`config.mk`:
```
export PLATFORM = sky130hd
export DESIGN_NAME = rxu_front
export DESIGN_NICKNAME = d
export VERILOG_FILES = /design/src/rtl/rxu_pkg.sv /design/src/rtl/rxu_front.sv
export SDC_FILE = /design/constraint.sdc
export NUM_CORES = 1
export LEC_CHECK = 0
export ABC_CLOCK_PERIOD_IN_PS = 5020
export BUFFER_PORTS_ARGS = -buffer_cell sky130_fd_sc_hd__clkbuf_2
export CAP_MARGIN = 20
export CELL_PAD_IN_SITES_DETAIL_PLACEMENT = 1
export CELL_PAD_IN_SITES_GLOBAL_PLACEMENT = 1
export CORE_UTILIZATION = 42
export DETAILED_ROUTE_END_ITERATION = 7
export GPL_TIMING_DRIVEN = 0
export PLACE_DENSITY_LB_ADDON = 0.15
export SYNTH_ARGS = -nofsm -noshare
export SYNTH_HDL_FRONTEND = slang
export SYNTH_SLANG_ARGS = --single-unit
```
`constraint.sdc`:
```
create_clock -name aclk -period 5.02 [get_ports aclk]
set_input_delay 0 -clock aclk [delete_from_list [all_inputs] [get_ports aclk]]
set_output_delay 0 -clock aclk [all_outputs]
set_load 0.01 [all_outputs]
```
`src/rtl/rxu_pkg.sv`:
```
// ----------------------------------------------------------------------------
// rxu_pkg
// Shared types, opcodes and default sizes for the integer execute unit.
// ----------------------------------------------------------------------------
`default_nettype none

package rxu_pkg;

    localparam int unsigned RXU_DATA_WORDS    = 2048;
    localparam int unsigned RXU_REG_COUNT     = 32;
    localparam int unsigned RXU_PROGRAM_WORDS = 1024;
    localparam int unsigned RXU_QUEUE_DEPTH   = 2;

    localparam logic [3:0] CMD_ADD   = 4'd0;
    localparam logic [3:0] CMD_SUB   = 4'd1;
    localparam logic [3:0] CMD_MUL   = 4'd2;
    localparam logic [3:0] CMD_MOVI  = 4'd3;
    localparam logic [3:0] CMD_JEQ   = 4'd4;
    localparam logic [3:0] CMD_AND   = 4'd5;
    localparam logic [3:0] CMD_XORI  = 4'd6;
    localparam logic [3:0] CMD_JMP   = 4'd7;
    localparam logic [3:0] CMD_LSL   = 4'd8;
    localparam logic [3:0] CMD_LSR   = 4'd9;
    localparam logic [3:0] CMD_LOAD  = 4'd10;
    localparam logic [3:0] CMD_STORE = 4'd11;

    typedef struct packed {
        logic [3:0]         cmd;
        logic [4:0]         first_reg;
        logic [4:0]         second_reg;
        logic [4:0]         third_reg;
        logic signed [15:0] immediate;
        logic [9:0]         jump_target;
    } rxu_in_t;

    typedef struct packed {
        logic [9:0]         next_pc;
        logic               reg_written;
        logic [4:0]         reg_index;
        logic signed [31:0] reg_value;
        logic               mem_written;
        logic [10:0]        mem_address;
        logic               mem_fault;
    } rxu_out_t;

    typedef enum logic [2:0] {
        ALU_NONE = 3'd0,
        ALU_ADD  = 3'd1,
        ALU_SUB  = 3'd2,
        ALU_AND  = 3'd3,
        ALU_XOR  = 3'd4,
        ALU_IMM  = 3'd5,
        ALU_SHL  = 3'd6,
        ALU_SHR  = 3'd7
    } rxu_alu_t;

    // decoded instruction handed from front to back
    typedef struct packed {
        rxu_alu_t    alu;
        logic        wr_reg;
        logic        is_mul;
        logic        is_load;
        logic        is_store;
        logic        is_jeq;
        logic        is_jmp;
        logic [4:0]  rd;
        logic [4:0]  rs;
        logic [4:0]  rt;
        logic        rd_ok;
        logic        rs_ok;
        logic        rt_ok;
        logic [31:0] imm;
        logic [4:0]  shamt;
        logic [9:0]  target;
    } rxu_uop_t;

    // back-end status seen by the front
    typedef struct packed {
        logic pop;
        logic clearing;
    } rxu_bstat_t;

endpackage

`default_nettype wire

```
`src/rtl/rxu_front.sv`:
```
// ----------------------------------------------------------------------------
// rxu_front
// Accepts requests, decodes them into micro-ops and buffers them in a
// small queue ahead of the back end.
// ----------------------------------------------------------------------------
`default_nettype none

module rxu_front import rxu_pkg::*; #(
    parameter int unsigned REG_COUNT = RXU_REG_COUNT
) (
    input  wire logic       aclk,
    input  wire logic       aresetn,
    input  wire logic       s_valid,
    output logic            s_ready,
    input  wire rxu_in_t    s_data,
    input  wire rxu_bstat_t bstat,
    output logic            q_valid,
    output rxu_uop_t        q_uop
);

    localparam int unsigned PTR_W = $clog2(RXU_QUEUE_DEPTH);
    localparam int unsigned CNT_W = $clog2(RXU_QUEUE_DEPTH + 1);

    rxu_uop_t             dec;
    rxu_uop_t             entry_reg [RXU_QUEUE_DEPTH];
    logic [PTR_W-1:0]     wr_ptr_reg, wr_ptr_next;
    logic [PTR_W-1:0]     rd_ptr_reg, rd_ptr_next;
    logic [CNT_W-1:0]     cnt_reg, cnt_next;
    logic                 push;

    always_comb begin
        dec          = '0;
        dec.alu      = ALU_NONE;
        dec.rd       = s_data.first_reg;
        dec.rs       = s_data.second_reg;
        dec.rt       = s_data.third_reg;
        dec.rd_ok    = (s_data.first_reg != 5'd0) &&
                       ({1'b0, s_data.first_reg} < 6'(REG_COUNT));
        dec.rs_ok    = (s_data.second_reg != 5'd0) &&
                       ({1'b0, s_data.second_reg} < 6'(REG_COUNT));
        dec.rt_ok    = (s_data.third_reg != 5'd0) &&
                       ({1'b0, s_data.third_reg} < 6'(REG_COUNT));
        dec.imm      = {{16{s_data.immediate[15]}}, s_data.immediate};
        dec.shamt    = s_data.immediate[4:0];
        dec.target   = s_data.jump_target;
        case (s_data.cmd)
            CMD_ADD: begin
                dec.alu = ALU_ADD;
                dec.wr_reg = 1'b1;
            end
            CMD_SUB: begin
                dec.alu = ALU_SUB;
                dec.wr_reg = 1'b1;
            end
            CMD_MUL:   dec.is_mul = 1'b1;
            CMD_MOVI: begin
                dec.alu = ALU_IMM;
                dec.wr_reg = 1'b1;
            end
            CMD_JEQ:   dec.is_jeq = 1'b1;
            CMD_AND: begin
                dec.alu = ALU_AND;
                dec.wr_reg = 1'b1;
            end
            CMD_XORI: begin
                dec.alu = ALU_XOR;
                dec.wr_reg = 1'b1;
            end
            CMD_JMP:   dec.is_jmp = 1'b1;
            CMD_LSL: begin
                dec.alu = ALU_SHL;
                dec.wr_reg = 1'b1;
            end
            CMD_LSR: begin
                dec.alu = ALU_SHR;
                dec.wr_reg = 1'b1;
            end
            CMD_LOAD:  dec.is_load = 1'b1;
            CMD_STORE: dec.is_store = 1'b1;
            default: begin
            end
        endcase
    end

    assign s_ready = (cnt_reg != CNT_W'(RXU_QUEUE_DEPTH)) && !bstat.clearing;
    assign push    = s_valid && s_ready;
    assign q_valid = (cnt_reg != '0);
    assign q_uop   = entry_reg[rd_ptr_reg];

    always_comb begin
        wr_ptr_next = wr_ptr_reg;
        rd_ptr_next = rd_ptr_reg;
        cnt_next    = cnt_reg;
        if (push) begin
            wr_ptr_next = (wr_ptr_reg == PTR_W'(RXU_QUEUE_DEPTH - 1)) ? '0
                                                                     : wr_ptr_reg + 1'b1;
        end
        if (bstat.pop) begin
            rd_ptr_next = (rd_ptr_reg == PTR_W'(RXU_QUEUE_DEPTH - 1)) ? '0
                                                                     : rd_ptr_reg + 1'b1;
        end
        if (push && !bstat.pop) begin
            cnt_next = cnt_reg + 1'b1;
        end else if (!push && bstat.pop) begin
            cnt_next = cnt_reg - 1'b1;
        end
    end

    always_ff @(posedge aclk) begin
        if (!aresetn) begin
            wr_ptr_reg <= '0;
            rd_ptr_reg <= '0;
            cnt_reg    <= '0;
        end else begin
            wr_ptr_reg <= wr_ptr_next;
            rd_ptr_reg <= rd_ptr_next;
            cnt_reg    <= cnt_next;
        end
    end

    always_ff @(posedge aclk) begin
        if (push) begin
            entry_reg[wr_ptr_reg] <= dec;
        end
    end

    ap_cnt_bound: assert property (@(posedge aclk) disable iff (!aresetn)
        32'(cnt_reg) <= 32'(RXU_QUEUE_DEPTH))
        else $error("queue count overflow");

    ap_pop_nonempty: assert property (@(posedge aclk) disable iff (!aresetn)
        bstat.pop |-> q_valid)
        else $error("pop from empty queue");

    ap_cnt_up: assert property (@(posedge aclk) disable iff (!aresetn)
        push && !bstat.pop |=> cnt_reg == $past(cnt_reg) + 1'b1)
        else $error("queue count did not advance on push");

endmodule

`default_nettype wire

```
# Yosys cells after proc, flatten, opt, wreduce, memory -nomap -nowiden
# Memory sizes are Yosys's and may differ from the RTL's. A register that Yosys moved wholly into a read port is not among the register bits.
# Cells that the tools add are included.
op_classes:
  magnitude_cmp: 0
  bitwise_logic: 0
  div: 0
  muxes: 14
  addsub: 4
  reduce_logical: 13
  mul: 0
  n_shift: 0
  eq_ne: 12
ops:
  columns: ["op", "n"]
  rows:
  - ["4-bit case mux with 7 select lines", 1]
  - ["4-bit by 3-bit == test with 1-bit output, second input constant", 4]
  - ["4-bit == test, second input constant", 4]
  - ["5-bit nonzero test", 3]
  - ["1-bit two-way mux", 11]
  - ["4-bit by 2-bit == test with 1-bit output, second input constant", 2]
  - ["4-bit by 1-bit == test with 1-bit output, second input constant", 1]
  - ["1-bit logical AND", 4]
  - ["4-bit logical NOT", 1]
  - ["2-bit two-way mux", 2]
  - ["2-bit nonzero test", 2]
  - ["1-bit logical NOT", 3]
  - ["1-bit adder, second input constant", 2]
  - ["2-bit by 1-bit adder with 2-bit output, second input constant", 1]
  - ["2-bit inequality test, second input constant", 1]
  - ["2-bit by 1-bit subtractor with 2-bit output, second input constant", 1]
totals:
  wordCells: 47
  mem_bits_ro: 0
  mem_count: 1
  output_inout_bits: 76
  input_bits: 50
  reg_bits: 4
  ram_bits: 148
  latch_bits: 0
memory_table:
  columns: ["memory", "words", "width", "rd", "rd_clocked_by_memory_dff", "wr", "line_no", "source"]
  rows:
  - ["entry_reg", 2, 74, 1, 1, 1, "rxu_front.sv:25", "rxu_uop_t entry_reg [RXU_QUEUE_DEPTH];"]

# Logic depth before layout (Yosys ltp)
depth:
  ltp_word: 7
  ltp_mapped: 6
  mapped_depth_nobuf: 6

# Worst setup path before layout
# Ideal clock, no wire load.
synth_path:
  kind: "register to register"
  from: "register cnt_reg[0]"
  to: "memory entry_reg[0][0] in the netlist's numbering, enable pin"
  arrival_time_ns: 3.104
  t_required_ns: 4.550
  stages_incl_launch_ff: 4
  slack_ns: 1.446
  synth_period_minus_slack_ns: 3.574
  path_buffers: 0
  setup_time_ns: 0.470
  path_cell_list: "dfxtp_1 -> nor2b_1 -> nor3b_2 -> nor2b_1"
synth_between:
  elab_chain_len: 5
synth_lines:
  columns: ["item", "line_no", "source"]
  rows:
  - ["from (decl)", "rxu_front.sv:28", "logic [CNT_W-1:0] cnt_reg, cnt_next;"]
  - ["from (signal assigned)", "rxu_front.sv:117", "cnt_reg <= cnt_next;"]
  - ["2-bit inequality test", "rxu_front.sv:85", "assign s_ready = (cnt_reg != CNT_W'(RXU_QUEUE_DEPTH)) && !bstat.clearing;"]
  - ["1-bit logical AND", "rxu_front.sv:85", null]
  - ["1-bit logical AND", "rxu_front.sv:86", "assign push = s_valid && s_ready;"]
  - ["1-bit two-way mux", "rxu_front.sv:122", "if (push) begin"]
  - ["1-bit two-way mux (not written as such)", "rxu_front.sv:123", "entry_reg[wr_ptr_reg] <= dec;"]
  - ["to (decl)", "rxu_front.sv:25", null]
# No other way between the ends.

# Worst setup path after layout
layout_path:
  from: "register cnt_reg[1]"
  to: "memory entry_reg[0][51] in the netlist's numbering, enable pin"
# Same word-level chain as after synthesis.

==> metrics.cfg <==
[finish]
final_cell_mix = 123 x clkbuf_2, 106 x edfxtp_1, 53 x mux2_2
fin_nets = 475
final_util_pct = 58.9
final_common_cell = clkbuf_2
syn2layout_area_growth_pct = 33.4
largest_register_ffs = 106
drive_gt1_share_pct = 52.9
diodes = 0

[place]
port_buffers = 123
dp_hpwl_mm = 5.83
place_ws_ns = 2.85
place.gp.congestion = 0.678

[pwr]
p_int_mw = 1.46
p_comb_share_pct = 16.5
sequentialPowerShare_pct = 56.2
p_sw_mw = 0.454
leakagePower_nw = 2.28
switching_share_pct = 23.7
clkPwrFrac_pct = 27.3
p_per_area_nw_per_um2 = 326
ir_worst_vdd_v = 0.000194

[critical_path]
crit_arrival_ns = 2.22
required_ns = 5.07
crit_chain = nor2b_1 > nor3b_2 > nor2b_4 > buf_12
cpLargestDelayFamily = simple AND/OR/NAND/NOR gates
critical_path.slowest_cell = nor2b_4
path_class = reg2reg
start_kind = flip-flop
slowest_delay_ns = 0.73
crit_path_end_kind = flip-flop
critical_path_buf_inv_count = 1
path_max_fanout = 30

[timing]
relSlewSlack_pct = 48.2
setup_slack_ns = 2.86
maxSlewViolCount = 0
finalCriticalPeriod_ns = 2.16
fin_crit_sh_pct = 43.1
rsz0062_at_grt = false
fmax_ghz = 0.462
hold_violations = 0
fin_skew_ns = 0.0108
finalSetupViolCount = 0
worstMarginPinSlew_ns = 0.776
setup_tns_ns = 0

[floorplanning]
die-area_sq_um = 10900
core_sq_um = 9950
die_h_um = 104
start_util_pct = 44.2
rows = 36
dieWidth_um = 104
io_pins = 126

[logic_synthesis]
yosysWarnings = 0
netlist_instances = 244
ys_seq_area_share_pct = 74.7
syn_nets = 295
ys_types = 26
avgSynthCellArea_sq_um = 18.0
ys_ff_latch = 111
synth_area_sq_um = 4400

[clocking]
cts_buffers = 9
cts-root-buf = clkbuf_8
clock_latency_ns = 0.36
htreeDepth = 3
clock-sinks = 111
cts_tree = done
clockBufferDepth = 2
cts.clk_slew.worst_paths_ns = 0.10

[grt]
overflow = 0
track_usage_pct = 17.1
grt_first_pass_wirelength_mm = 14.3
antenna_found_initial = 0
grt_start_max_net_pins = 33
grt_pass1_vias = 2902

[status]
status = completed

[hold_path]
min_path_type = in2reg

[route]
drc = 0
antenna_left = 0
firstDrtPassIters = 4
wl_mm = 8.84
avgRoutedWirePerCell_um = 15.7
vias_per_cell = 4.67
drt_iter0_drc = 90
vias = 2627

[flow_run]
drv_cap = 0

[per-stage QoR]
stage	total power, mW	instances	hold slack [ns]	area (sq um)
2_1_floorplan	1.27	244	0.0475	4400
3_3_place_gp	1.38	500	0.189	5180
3_5_place_dp	1.39	502	0.193	5230
4_1_cts	1.94	562	0.0128	5860
5_1_grt	2.00	562	0.0425	5860
6_report	1.91	562	0.0221	5860
[worst paths after layout]
path                            startpoint          endpoint  slack (ns)  cells past startpoint
worst max register to register  cnt_reg[1]  entry_reg[0][51]        2.86                      4
worst min register to register  cnt_reg[1]        cnt_reg[1]        0.52                      2
worst min-delay path            s_data[42]  entry_reg[1][68]        0.02                      3
worst max-delay path            cnt_reg[1]  entry_reg[0][51]        2.86                      4
[final cells by class]
cell class	instances	area, sq um
Fill cell	946	4090
Sequential cell	111	3280
Timing Repair Buffer	169	1100
Multi-Input combinational cell	102	903
Buffer	30	215
Tap cell	133	166
Clock buffer	10	128
Clock inverter	6	68.8
Inverter	1	3.75
[cells by family (layout without fill, tap and decap cells)]
kind of cell	count (synthesis)	count (layout)	share of synthesized area [%]
AOI/OAI and AO/OA	7	7	0.996
xor gates and xnor gates	5	5	0.996
adders and majority gates	1	1	0.285
buffers and inverters	31	216	4.98
DFF	111	111	74.7
muxes	54	54	13.8
and+or+nand+nor	35	35	4.27
[metal layers]
layer / share of wire [%] / track usage (%) / vias to the layer above
met5: 0 / 0 / -
met4: 1.2 / 5.61 / 0
met3: 5.6 / 4.95 / 10
met2: 55 / 31.1 / 77
met1: 39 / 19.0 / 1289
li1: - / - / 1251
[synth_stat cells (all sizes together)]
cell | count | area share, %
edfxtp | 106 | 72
mux2 | 53 | 14
buf | 30 | 4.9
nor2 | 7 | 0.60
nand2 | 6 | 0.51
nand2b | 6 | 0.85
dfxtp | 5 | 2.3
nor3 | 5 | 0.57
and2 | 4 | 0.57
xor2 | 3 | 0.60
nor2b | 2 | 0.28
o21ai | 2 | 0.23
o22ai | 2 | 0.28
xnor2 | 2 | 0.40
a21boi | 1 | 0.17
a21oi | 1 | 0.11
a31o | 1 | 0.20
ha | 1 | 0.28
inv | 1 | 0.085
mux2i | 1 | 0.23
nand3b | 1 | 0.17
nor3b | 1 | 0.28
nor4 | 1 | 0.14
or2 | 1 | 0.14
or3 | 1 | 0.14
[worst register-to-register path: stages, from the launching register on]
cell     delay [ns]
dfxtp_1        0.35
nor2b_1        0.16
nor3b_2        0.31
nor2b_4        0.73
buf_12         0.29
[power groups by stage]
stage	logic (mW)	clock network (mW)	registers, mW
3_3_place_gp	0.279	0	1.10
3_5_place_dp	0.292	0	1.10
4_1_cts	0.321	0.545	1.08
5_1_grt	0.343	0.572	1.08
2_1_floorplan	0.174	0	1.10
6_report	0.316	0.522	1.08
[repair_timing]
action                    4_1_cts  5_1_grt
setup buffers                   0        0
hold endpoints to repair       93        0
hold buffers                   44        0
gates resized for setup         0        0
No activity file was read; power rests on OpenSTA's default activity.
